--- config.mk ---
export PLATFORM = sky130hd
export DESIGN_NAME = mmab_front
export DESIGN_NICKNAME = d
export VERILOG_FILES = /design/src/hdl/mmab_pkg.sv /design/src/hdl/mmab_front.sv
export SDC_FILE = /design/constraint.sdc
export NUM_CORES = 1
export LEC_CHECK = 0
export ABC_AREA = 1
export BUFFER_PORTS_ARGS = -buffer_cell sky130_fd_sc_hd__buf_4
export CAP_MARGIN = 20
export CORE_MARGIN = 5
export CORE_UTILIZATION = 45
export CTS_BUF_LIST = sky130_fd_sc_hd__clkbuf_4 sky130_fd_sc_hd__clkbuf_8 sky130_fd_sc_hd__clkbuf_16
export CTS_CLUSTER_DIAMETER = 80
export DETAILED_ROUTE_END_ITERATION = 7
export GPL_TIMING_DRIVEN = 1
export HOLD_SLACK_MARGIN = 0.05
export SLEW_MARGIN = 20
export SYNTH_ARGS = -nofsm -noshare
export SYNTH_HDL_FRONTEND = slang
export SYNTH_SLANG_ARGS = --single-unit
--- constraint.sdc ---
create_clock -name clk -period 5.9 [get_ports clk]
set_clock_uncertainty 0.1 [all_clocks]
set_input_delay 0.59 -clock clk [delete_from_list [all_inputs] [get_ports clk]]
set_output_delay 0.59 -clock clk [all_outputs]
set_load 0.03 [all_outputs]
--- src/hdl/mmab_pkg.sv ---
// Shared types and constants for the min/max adaptive binarizer.
// No dependencies; every other file of the block imports this package.
`default_nettype none

package mmab_pkg;

  // Frame store capacity in pixels.
  localparam int MAX_PIXELS_DEF = 32768;

  // Depth of the command queue between front and back.
  localparam int QUEUE_DEPTH = 4;

  // Input word kinds.
  localparam logic KIND_LOAD  = 1'b0;
  localparam logic KIND_DRAIN = 1'b1;

  // Reciprocal of five, scaled by 2^10; exact for sums below 1024.
  localparam int DIV5_MUL   = 205;
  localparam int DIV5_SHIFT = 10;

  // Operations carried out by the back end.
  typedef enum logic {
    OP_WRITE,
    OP_READ
  } op_t;

  // Command word without its address: pixel data on a write,
  // frame threshold on a read.
  typedef struct packed {
    op_t        op;
    logic [7:0] data;
    logic       last_mark;
  } cmd_t;

endpackage

`default_nettype wire

--- src/hdl/mmab_front.sv ---
// Front end of the binarizer: accepts words, tracks frame state, min, max
// and threshold, and issues store commands. Depends on mmab_pkg.
`default_nettype none

module mmab_front
  import mmab_pkg::*;
#(
  parameter int MAX_PIXELS = MAX_PIXELS_DEF,
  parameter int AW = (MAX_PIXELS > 1) ? $clog2(MAX_PIXELS) : 1
) (
  input  wire logic          clk,
  input  wire logic          rst_n,
  input  wire logic          start,
  input  wire logic          in_kind,
  input  wire logic [7:0]    in_gray_pixel,
  input  wire logic          in_frame_end,
  input  wire logic          q_full,
  output logic               busy,
  output logic               push,
  output logic [AW-1:0]      push_addr,
  output cmd_t               push_cmd
);

  localparam int CW = $clog2(MAX_PIXELS + 1);

  logic          accept;
  logic [CW-1:0] count_r, count_nxt;
  logic [CW-1:0] rd_idx_r, rd_idx_nxt;
  logic [7:0]    lo_r, lo_nxt;
  logic [7:0]    hi_r, hi_nxt;
  logic [7:0]    thr_r, thr_nxt;
  logic          ready_r, ready_nxt;
  logic          pend_r, pend_nxt;
  logic [8:0]    sum;
  logic [16:0]   prod;

  // The threshold is computed in the cycle after the frame's last pixel.
  assign busy   = pend_r | q_full;
  assign accept = start & ~busy;

  // Threshold = min + floor((min + max) / 5), by reciprocal multiply.
  assign sum  = {1'b0, lo_r} + {1'b0, hi_r};
  assign prod = 17'(sum) * 17'(DIV5_MUL);

  // Classify the accepted word and update the frame state.
  always_comb begin
    logic [CW-1:0] base_count;
    logic [7:0]    base_lo;
    logic [7:0]    base_hi;
    base_count = ready_r ? '0 : count_r;
    base_lo    = ready_r ? 8'hFF : lo_r;
    base_hi    = ready_r ? 8'h00 : hi_r;

    count_nxt  = count_r;
    rd_idx_nxt = rd_idx_r;
    lo_nxt     = lo_r;
    hi_nxt     = hi_r;
    ready_nxt  = ready_r;
    pend_nxt   = 1'b0;
    thr_nxt    = pend_r ? (lo_r + {1'b0, prod[16:DIV5_SHIFT]}) : thr_r;
    push       = 1'b0;
    push_addr  = '0;
    push_cmd   = '{op: OP_WRITE, data: in_gray_pixel, last_mark: 1'b0};

    if (accept) begin
      if (in_kind == KIND_LOAD) begin
        // A load after a finished frame opens a new one.
        count_nxt  = base_count;
        lo_nxt     = base_lo;
        hi_nxt     = base_hi;
        ready_nxt  = 1'b0;
        if (ready_r) begin
          rd_idx_nxt = '0;
        end
        if (base_count < CW'(MAX_PIXELS)) begin
          push      = 1'b1;
          push_addr = base_count[AW-1:0];
          count_nxt = base_count + CW'(1);
          lo_nxt    = (in_gray_pixel < base_lo) ? in_gray_pixel : base_lo;
          hi_nxt    = (in_gray_pixel > base_hi) ? in_gray_pixel : base_hi;
        end
        if (in_frame_end) begin
          rd_idx_nxt = '0;
          ready_nxt  = 1'b1;
          pend_nxt   = 1'b1;
        end
      end else if (ready_r && (rd_idx_r < count_r)) begin
        // Drain the next stored pixel of a finished frame.
        push       = 1'b1;
        push_addr  = rd_idx_r[AW-1:0];
        push_cmd   = '{op: OP_READ, data: thr_r,
                       last_mark: ((rd_idx_r + CW'(1)) == count_r)};
        rd_idx_nxt = rd_idx_r + CW'(1);
      end
    end
  end

  always_ff @(posedge clk) begin
    if (!rst_n) begin
      count_r  <= '0;
      rd_idx_r <= '0;
      lo_r     <= 8'hFF;
      hi_r     <= 8'h00;
      thr_r    <= 8'h00;
      ready_r  <= 1'b0;
      pend_r   <= 1'b0;
    end else begin
      count_r  <= count_nxt;
      rd_idx_r <= rd_idx_nxt;
      lo_r     <= lo_nxt;
      hi_r     <= hi_nxt;
      thr_r    <= thr_nxt;
      ready_r  <= ready_nxt;
      pend_r   <= pend_nxt;
    end
  end

  a_pend_one_cycle: assert property (@(posedge clk) disable iff (!rst_n)
    pend_r |=> !pend_r) else $error("threshold cycle lasted too long");
  a_frame_end_pend: assert property (@(posedge clk) disable iff (!rst_n)
    (accept && in_kind == KIND_LOAD && in_frame_end) |=> (pend_r && ready_r))
    else $error("frame end did not schedule the threshold");
  a_read_in_range: assert property (@(posedge clk) disable iff (!rst_n)
    rd_idx_r <= count_r) else $error("read index passed pixel count");

endmodule

`default_nettype wire

==> impl_metrics.tcl <==
set metrics [dict create \
    outcome "finished clean" \
    vias 6498 \
    crit_type "flip-flop to flip-flop" \
    syn_avg_cell_area_um2 6.547 \
    htreeDepth 3 \
    dp_hpwl_um 14320 \
    final_util 0.5628 \
    io-pin-count 41 \
    cts_buffers 9 \
    drive_above_1_share 0.1979 \
    vias_per_cell 5.257 \
    min_path_cells 2 \
    relSlewSlack 0.4809 \
    insertion_delay_ns 0.34 \
    max_freq_mhz 173.4 \
    grt_antenna_before_repair 0 \
    wl_per_cell_um 15.04 \
    coreArea_um2 13830 \
    path_clk_slew_ns 0.05 \
    cts_tree "built" \
    grt_max_degree 44 \
    synth_nets 1086 \
    fillers 1368 \
    synthCells 967 \
    ctsHoldBuffers 0 \
    worst_setup_path_end_kind "flip-flop" \
    drcViolationCount 0 \
    fp.dieH_um 128.6 \
    hold_class "flip-flop to flip-flop" \
    grt_pass1_wl_um 30570 \
    cp.required_ns 6.03 \
    cp_slowest_cell "fa_1" \
    max_stage_delay_ns 0.54 \
    initial_core_util 0.4579 \
    multiInputGateArea_um2 4751 \
    drt-initial-drc-count 405 \
    syn_to_final_growth_pct 22.92 \
    grt_setup_unrepaired "true" \
    tightest_slew_ns 0.7752 \
    place.gp.congestion 0.8933 \
    worst_r2r_path_depth 32 \
    dpl_worst_slack_ns -0.2759 \
    timing.final.crit_share 0.9773 \
    dr.pass1.iters 5 \
    grt_pass1_vias 6141 \
    dieArea_um2 16540 \
    critPathLaunchType "flip-flop" \
    worst_slack_ns 0.1337 \
    regArea_um2 1165 \
    yosys_warnings 0 \
    finalSetupViolCount 0 \
    finalNetCount 1173 \
    cts.sinks 58 \
    cts_root_buffer "clkbuf_16" \
    routed_wl_um 18590 \
    crit_fanout 4 \
    ys_ff_latch 58 \
    synth.distinct_cells 44 \
    cp.arrival_ns 5.90 \
    hold_viol_final 0 \
    cap_viol_max_count 0 \
    syn_area_um2 6331 \
    diodes 0 \
    die_w_um 128.6 \
    portBuffers 40 \
    grt_usage 0.2319 \
    rows 43 \
    fin_crit_ns 5.766 \
    antenna_left 0 \
    cts_buffer_depth 2 \
    drv_slew 0 \
    seq_area_frac_synth 0.1834 \
    overflow 0 \
]
## cells by family after synthesis
logic type                 after synthesis  synth area share
and+or+nand+nor                        418            0.2836
buffers and inverters                  185            0.1152
AOI/OAI and AO/OA                      176            0.1567
adders and majority gates              105            0.2265
DFF                                     58            0.1834
xor gates and xnor gates                25           0.03458
## path summary, 6_finish.rpt
path | startpoint | endpoint | slack [ns]
worst max-delay path | hi_r[0]$_SDFFE_PN0P_ | thr_r[7]$_SDFFE_PN0P_ | 0.13
worst min-delay path | count_r[5]$_SDFFE_PN0P_ | count_r[5]$_SDFFE_PN0P_ | 0.41
worst max register to register | hi_r[0]$_SDFFE_PN0P_ | thr_r[7]$_SDFFE_PN0P_ | 0.13
worst min register to register | count_r[5]$_SDFFE_PN0P_ | count_r[5]$_SDFFE_PN0P_ | 0.41
## registers in the layout, indices dropped and copies added, names as in the netlist
signal and count:
lo_r 8, ready_r 1, count_r 16, rd_idx_r 16, pend_r 1, hi_r 8
thr_r 8
## routing by layer
layer | vias to the layer above | GRT usage | part of all wire
li1 | 3344 | - | -
met1 | 2958 | 0.3033 | 0.46
met2 | 155 | 0.3849 | 0.47
met3 | 41 | 0.03445 | 0.037
met4 | 0 | 0.09265 | 0.034
met5 | - | 0 | 0
## synth_stat cells, drive strengths merged
library cell	instances	share of area
a31o	2	0.0028
clkbuf	15	0.0089
o211ai	1	0.0012
a21o	3	0.0036
o22ai	10	0.0099
dfxtp	58	0.18
xnor2	7	0.0097
o311ai	1	0.0026
nand3	72	0.058
nand4	16	0.016
a21oi	92	0.075
fa	16	0.051
a211oi	4	0.0055
nand2	200	0.12
o41ai	1	0.0014
nor3	13	0.012
nor3b	1	0.0020
ha	89	0.18
o21a	2	0.0024
nor4	5	0.0049
nor2	110	0.069
inv	157	0.093
buf	12	0.013
o32ai	1	0.0014
clkinv	1	0.00059
o21ai	50	0.040
o21bai	7	0.0083
a221oi	2	0.0038
nand3b	1	0.0012
xor2	18	0.025
## cell type report
| class | count | area share |
|---|---|---|
| repair buffers | 103 | 0.1003 |
| clock buffers | 13 | 0.03441 |
| inverters | 158 | 0.07621 |
| flip-flops and latches | 58 | 0.1497 |
| well taps | 180 | 0.02894 |
| multi-input cells | 724 | 0.6105 |
## what timing repair did
| action | in CTS | in global routing |
|---|---|---|
| pin swaps | 16 | 37 |
| resized for setup | 23 | 62 |
| buffers inserted | 2 | 5 |
| endpoints found under the setup margin | 6 | 6 |
| endpoints found under the hold margin | 0 | 0 |
## critical path, delay by kind of cell (launching register included)
family                   cells  cell delay [ns]
adder cells (fa/ha/maj)      7             2.73
AO/OA/AOI/OAI                7             0.80
AND/OR/NAND/NOR              8             0.66
buffers and inverters        7             0.54
XOR/XNOR                     3             0.52
flip-flops                   1             0.33
## placed cells by master, fill, tap and decap left out, types with 10 or more instances in the layout
cell     Yosys  routed
nand4_1     16      16
o22ai_1     10      10
nor3_1      11      10
inv_1      150     143
buf_4        1     101
fa_1        16      14
ha_1        89      79
inv_2        7      14
dfxtp_1     58      55
nand3_1     71      69
nor2_1     105     101
xor2_1      18      13
o21ai_0     45      33
a21oi_2      3      14
a21oi_1     89      75
nand2_1    195     187
o21ai_1      5      12
nand2_2      4      11
## through the flow
step | instances | hold WS (ns) | cell area (um^2) | setup TNS, ns
6_report | 1236 | 0.4094 | 7782 | 0
5_1_grt | 1236 | 0.4269 | 7782 | -0.3350
4_1_cts | 1231 | 0.4032 | 7531 | 0
3_5_place_dp | 1216 | 0.4058 | 7141 | -1.081
3_3_place_gp | 1216 | 0.3981 | 7141 | -0.5068
2_1_floorplan | 967 | 0.3631 | 6331 | 0
Power is left out: the tool's default activity adds up to more than one toggle a clock period on the data nets, which glitch-free logic cannot reach.
