### src/hdl/mmab_pkg.sv
// Shared types and constants for the min/max adaptive binarizer.
// No dependencies; every other file of the block imports this package.
`default_nettype none

package mmab_pkg;

  // Frame store capacity in pixels.
  localparam int MAX_PIXELS_DEF = 32768;

  // Depth of the command queue between front and back.
  localparam int QUEUE_DEPTH = 4;

  // Input word kinds.
  localparam logic KIND_LOAD  = 1'b0;
  localparam logic KIND_DRAIN = 1'b1;

  // Reciprocal of five, scaled by 2^10; exact for sums below 1024.
  localparam int DIV5_MUL   = 205;
  localparam int DIV5_SHIFT = 10;

  // Operations carried out by the back end.
  typedef enum logic {
    OP_WRITE,
    OP_READ
  } op_t;

  // Command word without its address: pixel data on a write,
  // frame threshold on a read.
  typedef struct packed {
    op_t        op;
    logic [7:0] data;
    logic       last_mark;
  } cmd_t;

endpackage

`default_nettype wire

### src/hdl/mmab_fifo.sv
// Short command queue between the front and back ends of the binarizer.
// Depends on mmab_pkg for the default queue depth.
`default_nettype none

module mmab_fifo
  import mmab_pkg::*;
#(
  parameter int W     = 8,
  parameter int DEPTH = QUEUE_DEPTH
) (
  input  wire logic         clk,
  input  wire logic         rst_n,
  input  wire logic         push,
  input  wire logic [W-1:0] push_word,
  input  wire logic         pop,
  output logic              full,
  output logic              not_empty,
  output logic [W-1:0]      head_word
);

  localparam int PW = (DEPTH > 1) ? $clog2(DEPTH) : 1;
  localparam int NW = $clog2(DEPTH + 1);

  logic [W-1:0]  slot_r [DEPTH];
  logic [PW-1:0] wr_ptr_r, wr_ptr_nxt;
  logic [PW-1:0] rd_ptr_r, rd_ptr_nxt;
  logic [NW-1:0] count_r, count_nxt;

  assign full      = (count_r == NW'(DEPTH));
  assign not_empty = (count_r != '0);
  assign head_word = slot_r[rd_ptr_r];

  // Pointer and fill count update.
  always_comb begin
    wr_ptr_nxt = wr_ptr_r;
    rd_ptr_nxt = rd_ptr_r;
    count_nxt  = count_r;
    if (push) begin
      wr_ptr_nxt = (wr_ptr_r == PW'(DEPTH - 1)) ? '0 : wr_ptr_r + PW'(1);
    end
    if (pop) begin
      rd_ptr_nxt = (rd_ptr_r == PW'(DEPTH - 1)) ? '0 : rd_ptr_r + PW'(1);
    end
    if (push && !pop) begin
      count_nxt = count_r + NW'(1);
    end else if (pop && !push) begin
      count_nxt = count_r - NW'(1);
    end
  end

  always_ff @(posedge clk) begin
    if (!rst_n) begin
      wr_ptr_r <= '0;
      rd_ptr_r <= '0;
      count_r  <= '0;
    end else begin
      wr_ptr_r <= wr_ptr_nxt;
      rd_ptr_r <= rd_ptr_nxt;
      count_r  <= count_nxt;
    end
  end

  // Queue slots hold payload only.
  always_ff @(posedge clk) begin
    if (push) begin
      slot_r[wr_ptr_r] <= push_word;
    end
  end

  a_no_push_full: assert property (@(posedge clk) disable iff (!rst_n)
    push |-> !full) else $error("queue pushed while full");
  a_no_pop_empty: assert property (@(posedge clk) disable iff (!rst_n)
    pop |-> not_empty) else $error("queue popped while empty");
  a_count_bound: assert property (@(posedge clk) disable iff (!rst_n)
    count_r <= NW'(DEPTH)) else $error("queue count beyond depth");

endmodule

`default_nettype wire

### config.mk
export PLATFORM = sky130hd
export DESIGN_NAME = mmab_fifo
export DESIGN_NICKNAME = d
export VERILOG_FILES = /design/src/hdl/mmab_pkg.sv /design/src/hdl/mmab_fifo.sv
export SDC_FILE = /design/constraint.sdc
export NUM_CORES = 1
export LEC_CHECK = 0
export BUFFER_PORTS_ARGS = -buffer_cell sky130_fd_sc_hd__buf_2
export CELL_PAD_IN_SITES_DETAIL_PLACEMENT = 1
export CELL_PAD_IN_SITES_GLOBAL_PLACEMENT = 2
export CORE_MARGIN = 3
export CORE_UTILIZATION = 44
export DETAILED_ROUTE_END_ITERATION = 7
export HOLD_SLACK_MARGIN = 0.08
export PLACE_DENSITY_LB_ADDON = 0.12
export SETUP_SLACK_MARGIN = 0.5
export SYNTH_ARGS = -nofsm -noshare
export SYNTH_HDL_FRONTEND = slang
export SYNTH_SLANG_ARGS = --single-unit
### constraint.sdc
create_clock -name clk -period 4.3 [get_ports clk]
set_clock_uncertainty 0.1 [all_clocks]
set_input_delay 0.215 -clock clk [delete_from_list [all_inputs] [get_ports clk]]
set_output_delay 0.215 -clock clk [all_outputs]
set_load 0.005 [all_outputs]
==> results of run 1 <==
==> worst max-delay path by stage <==
stage / from / to / slack [ps]
2_1_floorplan: pop / count_r[2] / 2720
3_3_place_gp: push / count_r[2] / 2560
3_5_place_dp: pop / count_r[2] / 2510
4_1_cts: flop / head_word[3] / 2250
5_1_grt: flop / head_word[5] / 2180
6_report: flop / head_word[3] / 2300
==> cells in the final DEF (no fill, tap or decap), drive strengths merged <==
cell type and instances:
mux2i 4, xnor2 1, nor2b 5, o21ai 1, or3 2, dlygate4sd3 8, fa 1, xor2 1
nor2 1, nor3 1, buf 21, clkbuf 6, nor3b 1, edfxtp 32, ha 6, o21a 1
bufinv 1, mux4 8, clkinvlp 1, a21boi 1, inv 4, dfxtp 9, and2 5
==> final cells by class <==
cell class | count | area (um2)
Inverter | 4 | 15.0
Fill cell | 325 | 1480
Clock inverter | 2 | 37.5
Clock buffer | 6 | 82.6
Multi-Input combinational cell | 39 | 444
Timing Repair Buffer | 29 | 185
Sequential cell | 41 | 1140
Tap cell | 46 | 57.6
==> logic make-up (layout without fill, tap and decap cells) <==
kind of cell	after synthesis	after routing	synth area share, %
compound gates	3	3	1.24
xor+xnor	2	2	1.08
fa+ha+maj	7	7	5.88
buf+inv	6	41	1.93
flops	41	41	70.6
mux	12	12	13.6
simple gates	15	15	5.65
==> stage by stage <==
stage	cell area [um2]	std cells	hold WS (ps)	total power, uW	worst slack, ps
finish	1960	167	143	867	2300
global route	1960	167	156	908	2180
CTS	1960	167	136	880	2250
detailed placement	1760	151	335	561	2510
global placement	1760	151	328	557	2560
floorplan	1620	86	214	526	2720
==> flip-flops by register name, indices dropped and copies added, names as in the netlist, named ones only <==
name / cells
wr_ptr_r: 2
count_r: 3
slot_r: 32
rd_ptr_r: 2
==> power groups by stage <==
stage	Sequential, uW	Clock (uW)	Combinational (uW)
after floorplan	468	0	58.1
after global placement	476	0	80.7
after detailed placement	477	0	83.0
after CTS	469	322	89.2
after global routing	471	338	99.0
final	468	312	87.4
==> layer usage <==
layer  vias up  GRT usage, %  part of all wire, %
li1        394             -                    -
met1       410          16.4                   41
met2        18          23.6                   53
met3         7          3.54                  4.0
met4         0          6.09                  1.8
met5         -             0                    0
==> timing repair <==
| item | in CTS | in global routing |
|---|---|---|
| gates resized for setup | 0 | 0 |
| hold buffers | 8 | 0 |
| buffers inserted | 0 | 0 |
| setup endpoints to repair | 0 | 0 |
| hold endpoints to repair | 32 | 0 |
==> Yosys cell counts, drive strengths merged <==
| master | instances | area [um2] |
|---|---|---|
| clkbuf | 1 | 5.00 |
| nor3 | 1 | 5.00 |
| buf | 1 | 11.3 |
| dfxtp | 9 | 180 |
| o21ai | 1 | 5.00 |
| mux4 | 8 | 180 |
| xor2 | 1 | 8.76 |
| mux2i | 4 | 40.0 |
| nor2b | 5 | 31.3 |
| or3 | 2 | 12.5 |
| nor2 | 1 | 3.75 |
| nor3b | 1 | 7.51 |
| ha | 6 | 75.1 |
| a21boi | 1 | 7.51 |
| edfxtp | 32 | 961 |
| and2 | 5 | 31.3 |
| xnor2 | 1 | 8.76 |
| inv | 4 | 15.0 |
| o21a | 1 | 7.51 |
| fa | 1 | 20.0 |
==> results.ini, run 1 <==
[run_status]
outcome = complete, no violations

[critical_path]
crit_required_ps = 3980
start_kind = flop
worst-path-stages = 2
path_cells = mux4_2 -> buf_2
criticalPathCategory = flop to primary output
end_kind = primary output
critPathTopFamily = flip-flops
crit_path_top_delay_cell = dfxtp_1
r2r_slack_ps = 2700
r2r_end = count_r[2]
crit_arrival_ps = 1680
critPathMaxFanout = 8
reg2reg_depth = 4
critPathBufInv = 1
worst_path_largest_cell_delay_ps = 670
r2r_start = count_r[0]

[synthesis]
avgSynthCellArea_um2 = 18.8
yosysUniqueCellTypes = 20
syn_area_mm2 = 0.00162
ys_ff_latch = 41
yosysSeqAreaShare_pct = 70.6
syn-num-nets = 105
syn_inst = 86
yosys_warnings = 0

[final_layout]
final_util_pct = 57.0
fin_nets = 139
syn2layout_area_growth_pct = 21.4
insertedDiodeCount = 0
drive_above_1_share_pct = 30.6

[power]
power_per_cell_area_mw_per_mm2 = 442
switching_share_pct = 20.4
switchingPower_uw = 177
p_int_uw = 690
clkPwrFrac_pct = 36.0
pwr-share-seq_pct = 54.0
power.static_leakage_uw = 0.000725
power_frac_comb_pct = 10.1
vdd_drop_max_uv = 182

[clock_network]
h-tree-depth = 2
numCtsBuffers = 5
clk_pin_slew_ps = 70
clock_latency_ps = 280
cts.sinks = 41
root_buffer = clkbuf_8
cts_tree = built
clock_path_buffers = 2

[timing]
min_period_ps = 2000
setup-tns-final_ps = 0
fmax_mhz = 501
drv_slew = 0
tightest_slew_ps = 556
grt_setup_unrepaired = no
fin_crit_sh_pct = 46.4
maxSlewHeadroom_pct = 62.9
setup_viol = 0
hold_violations = 0

[floorplanning]
io-pin-count = 22
chipWidth_um = 66.6
row_count = 21
core_mm2 = 0.00344
initial_core_util_pct = 47.0
die_y_um = 66.6
die_area_mm2 = 0.00444

[route]
wirelength_um = 2650
via_count = 829
viasPerCell = 4.96
drtPass1Iterations = 2
route.detailed.drc = 0
drt_iter0_drc = 20
wire_per_inst_um = 15.9
final_antenna_net_count = 0

[global_route]
track_usage_pct = 13.9
grt_pass1_vias = 877
grt_max_degree = 14
grt_pass1_wl_um = 4340
antenna_found_initial = 0
grt_overflow = 0

[hold_path]
min_path_cells = 2
hold_path_class = input pin to flop
whs_endpoint = count_r[0]
min-delay-start = rst_n

[place]
hpwl_um = 1760
numPortBuffers = 21
place_congestion = 0.631

[run]
maxCapViolCount = 0

Power figures use the tool's default switching activity.
==> run 2, diff against run 1 <==
CORE_UTILIZATION = 37   (was 44)
clock period = 1.8 ns   (was 4.3 ns; I/O delays follow)
==> run 2 against run 1 <==
  * Sequential power rose by 140%
  * Total power rose by 140%
  * Die area rose by 17%
  * Critical path type unchanged
  * Critical endpoint is now head_word[5]
  * Largest cell class unchanged
==> results.ini, run 2 (synthesis gave the netlist of run 1 again) <==
[run_status]
outcome = complete, no violations

[timing]
fmax_mhz = 623
maxSlewHeadroom_pct = 85.6
grt_setup_unrepaired = yes
drv_slew = 0
fin_crit_sh_pct = 89.2
setup_viol = 0
timing.hold.ws_ps = 90.7
min_period_ps = 1610
setup-tns-final_ps = 0
tightest_slew_ps = 216
hold_violations = 0

[route]
final_antenna_net_count = 0
drtPass1Iterations = 4
drt_iter0_drc = 49
route.detailed.drc = 0
viasPerCell = 4.75
wirelength_um = 2830
wire_per_inst_um = 16.2
via_count = 827

[clock_network]
cts_tree = built
clk_pin_slew_ps = 80
clock_latency_ps = 290
numCtsBuffers = 5
clock_path_buffers = 2
root_buffer = clkbuf_8
cts.sinks = 41
h-tree-depth = 2

[hold_path]
hold_path_class = input pin to flop
min_path_cells = 3
min-delay-start = pop

[critical_path]
critPathMaxFanout = 8
crit_arrival_ps = 1420
worst_path_largest_cell_delay_ps = 510
r2r_end = count_r[2]
reg2reg_depth = 4
criticalPathCategory = flop to primary output
r2r_start = count_r[1]
r2r_slack_ps = 340
critPathBufInv = 2
path_cells = buf_12 -> mux4_2 -> buf_2
end_kind = primary output
start_kind = flop
crit_required_ps = 1610
critPathTopFamily = multiplexers
crit_path_top_delay_cell = mux4_2

[global_route]
grt_pass1_vias = 933
grt_overflow = 0
track_usage_pct = 12.6
antenna_found_initial = 0
grt_pass1_wl_um = 4660
grt_max_degree = 14

[power]
power_frac_comb_pct = 12.2
power_per_cell_area_mw_per_mm2 = 1020
switching_share_pct = 21.4
clkPwrFrac_pct = 34.4
p_int_uw = 1640
power.static_leakage_uw = 0.000751
pwr-share-seq_pct = 53.4
vdd_drop_max_uv = 392
switchingPower_uw = 447

[final_layout]
finalNonFillerCells = 174
top_register = slot_r
drive_above_1_share_pct = 41.9
final_common_cell = edfxtp_1
insertedDiodeCount = 0
syn2layout_area_growth_pct = 26.1
largest_register_ffs = 32
top_regs = slot_r x32, count_r x3
fin_nets = 142
fin_area_mm2 = 0.00204
layout_common_cells = edfxtp_1 (32), buf_2 (21), dlygate4sd3_1 (9), mux4_2 (8)

[place]
dpl_cell_area_mm2 = 0.00180
numPortBuffers = 21
place_congestion = 0.675
dp.cells = 156
hpwl_um = 1980

[floorplanning]
die_area_mm2 = 0.00520
die_y_um = 72.1
io-pin-count = 22
core_mm2 = 0.00412
initial_core_util_pct = 39.3
chipWidth_um = 72.1
row_count = 23

[run]
maxCapViolCount = 0

## run 2: area by class of cell
cell class,instances,area (um2)
fill,399,2080
inverter,4,17.5
clock buffer,6,72.6
clock inverter,2,35.0
multi-input combinational,39,474
timing repair buffer,32,226
tap,50,62.6
sequential,41,1150
## run 2: worst max-delay path by stage
stage,from,endpoint,cells past startpoint
final,flop,head_word[5],3
after global placement,pop,count_r[2],8
after floorplan,pop,count_r[2],7
after CTS,flop,head_word[2],3
after global routing,flop,head_word[7],3
after detailed placement,pop,count_r[2],8
## run 2: timing repair
action / 4_1_cts / 5_1_grt
endpoints found under the setup margin: 42 / 43
hold endpoints to repair: 41 / 0
pin swaps: 3 / 2
setup buffers: 1 / 0
resized for setup: 10 / 7
hold buffers: 9 / 0
## run 2: routing by layer
| layer | vias to the layer above | track usage, % | wire (um) |
|---|---|---|---|
| li1 | 399 | - | - |
| met1 | 407 | 15.3 | 1200 |
| met2 | 16 | 20.5 | 1450 |
| met3 | 5 | 4.57 | 126 |
| met4 | 0 | 5.01 | 51 |
| met5 | - | 0 | 0 |
## run 2: metrics by stage
| stage | total power (uW) | setup slack [ps] | util (%) |
|---|---|---|---|
| final | 2090 | 194 | 49.5 |
| after global routing | 2200 | 128 | 49.5 |
| after CTS | 2100 | 165 | 49.1 |
| after detailed placement | 1360 | 162 | 43.6 |
| after global placement | 1350 | 235 | 43.6 |
| after floorplan | 1260 | 405 | - |
## run 2: worst register-to-register path: stages, from the launching register on
cell      delay [ps]
dfxtp_4          360
fa_2             350
xor2_1           150
or3_1            300
a21boi_1         130
## run 2: power by group through the flow
stage	Sequential [uW]	Combinational, uW	Clock (uW)
floorplan	1120	144	0
global placement	1130	216	0
detailed placement	1140	223	0
CTS	1120	254	733
global route	1120	287	792
finish	1110	255	718
==> run 3, diff against run 2 <==
RECOVER_POWER = 50   (was default)
==> run 3 against run 2 <==
  * Worst hold slack got worse by 0.82 ps
  * Global-route usage is the same
  * Sequential share of layout area rose by 0.29 points
  * Sequential power hardly changed
  * Maximum frequency barely moved
  * Wire length shrank 0.21%
  * First-iteration DRC count did not move
  * Via count up 0.24%
  * Largest power group unchanged
==> results.ini, run 3 (synthesis gave the netlist of run 1 again) <==
[route]
final_antenna_net_count = 0
drtPass1Iterations = 4
via_count = 829
route.detailed.drc = 0
drt_iter0_drc = 49
wire_per_inst_um = 16.2
viasPerCell = 4.76
wirelength_um = 2820

[timing]
min_period_ps = 1600
hold_violations = 0
fin_crit_sh_pct = 89.1
grt_setup_unrepaired = yes
fmax_mhz = 623
drv_slew = 0
setup-tns-final_ps = 0
setup_viol = 0
tightest_slew_ps = 605
maxSlewHeadroom_pct = 59.6

[place]
place_congestion = 0.675
numPortBuffers = 21
hpwl_um = 1980

[final_layout]
top_regs = slot_r x32, count_r x3
drive_above_1_share_pct = 33.1
final_common_cell = edfxtp_1
largest_register_ffs = 32
layout_common_cells = edfxtp_1 (32), buf_2 (13), clkbuf_1 (9), dlygate4sd3_1 (9), mux4_2 (8)
fin_nets = 142
final_util_pct = 49.2
top_register = slot_r
insertedDiodeCount = 0
syn2layout_area_growth_pct = 25.2

[global_route]
grt_max_degree = 14
antenna_found_initial = 0
grt_overflow = 0
grt_pass1_wl_um = 4660
track_usage_pct = 12.6
grt_pass1_vias = 933

[floorplanning]
die_area_mm2 = 0.00520
die_y_um = 72.1
initial_core_util_pct = 39.3
io-pin-count = 22
chipWidth_um = 72.1
row_count = 23
core_mm2 = 0.00412

[power]
switchingPower_uw = 447
power.static_leakage_uw = 0.000726
pwr-share-seq_pct = 53.4
p_int_uw = 1640
power_per_cell_area_mw_per_mm2 = 1030
vdd_drop_max_uv = 392
power_frac_comb_pct = 12.1
switching_share_pct = 21.4
clkPwrFrac_pct = 34.4

[clock_network]
clk_pin_slew_ps = 80
numCtsBuffers = 5
clock_latency_ps = 290
clock_path_buffers = 2
h-tree-depth = 2
root_buffer = clkbuf_8
cts_tree = built
cts.sinks = 41

[critical_path]
critPathMaxFanout = 8
start_kind = flop
crit_required_ps = 1610
criticalPathCategory = flop to primary output
crit_arrival_ps = 1410
end_kind = primary output

[run_status]
outcome = complete, no violations

[run]
maxCapViolCount = 0

[hold_path]
hold_path_class = input pin to flop

## run 3: critical path, stage by stage (launching register included)
cell	delay (ps)
dfxtp_2	340
buf_12	130
mux4_2	500
buf_2	140
## run 3: area by class of cell
type / instances / area, um2
fillers: 404 / 2090
clock buffers: 6 / 72.6
clock inverters: 2 / 35.0
flip-flops and latches: 41 / 1150
repair buffers: 32 / 216
well taps: 50 / 62.6
inverters: 4 / 17.5
multi-input cells: 39 / 472
## run 3: per-layer routing
| layer | part of all wire (%) | GRT usage [%] | vias up |
|---|---|---|---|
| met5 | 0 | 0 | - |
| met4 | 1.8 | 5.01 | 0 |
| met3 | 4.5 | 4.57 | 5 |
| met2 | 51 | 20.5 | 16 |
| met1 | 43 | 15.3 | 407 |
| li1 | - | - | 401 |
## run 3: path summary, 6_finish.rpt
kind | cells past startpoint | end | slack, ps | startpoint
setup / recovery | 3 | head_word[5] | 200 | flop
hold / removal | 3 | flop | 90 | pop
setup reg to reg | 2 | slot_r[3][1] | 220 | wr_ptr_r[0]
hold reg to reg | 2 | count_r[2] | 430 | count_r[2]
## run 3: per-stage QoR
| stage | power (uW) | area [um2] | std cells | setup WS [ps] | hold WS [ps] |
|---|---|---|---|---|---|
| 6_report | 2080 | 2020 | 174 | 196 | 89.9 |
| 5_1_grt | 2200 | 2020 | 174 | 92.9 | 117 |
| 4_1_cts | 2100 | 2020 | 174 | 165 | 90.3 |
| 3_5_place_dp | 1360 | 1800 | 156 | 162 | 210 |
| 3_3_place_gp | 1350 | 1800 | 156 | 235 | 202 |
| 2_1_floorplan | 1260 | 1640 | 86 | 405 | 88.9 |
## run 3: repair_timing
action,CTS,global route
pin swaps,3,2
endpoints found under the hold margin,41,0
buffers inserted,1,0
hold buffers,9,0
gates resized for setup,10,7
cloned,0,0
endpoints found under the setup margin,42,43
## run 3: power groups by stage
stage / registers (uW) / clock network (uW) / logic [uW]
3_5_place_dp: 1140 / 0 / 223
5_1_grt: 1120 / 792 / 284
2_1_floorplan: 1120 / 0 / 144
3_3_place_gp: 1130 / 0 / 216
6_report: 1110 / 717 / 252
4_1_cts: 1120 / 733 / 254
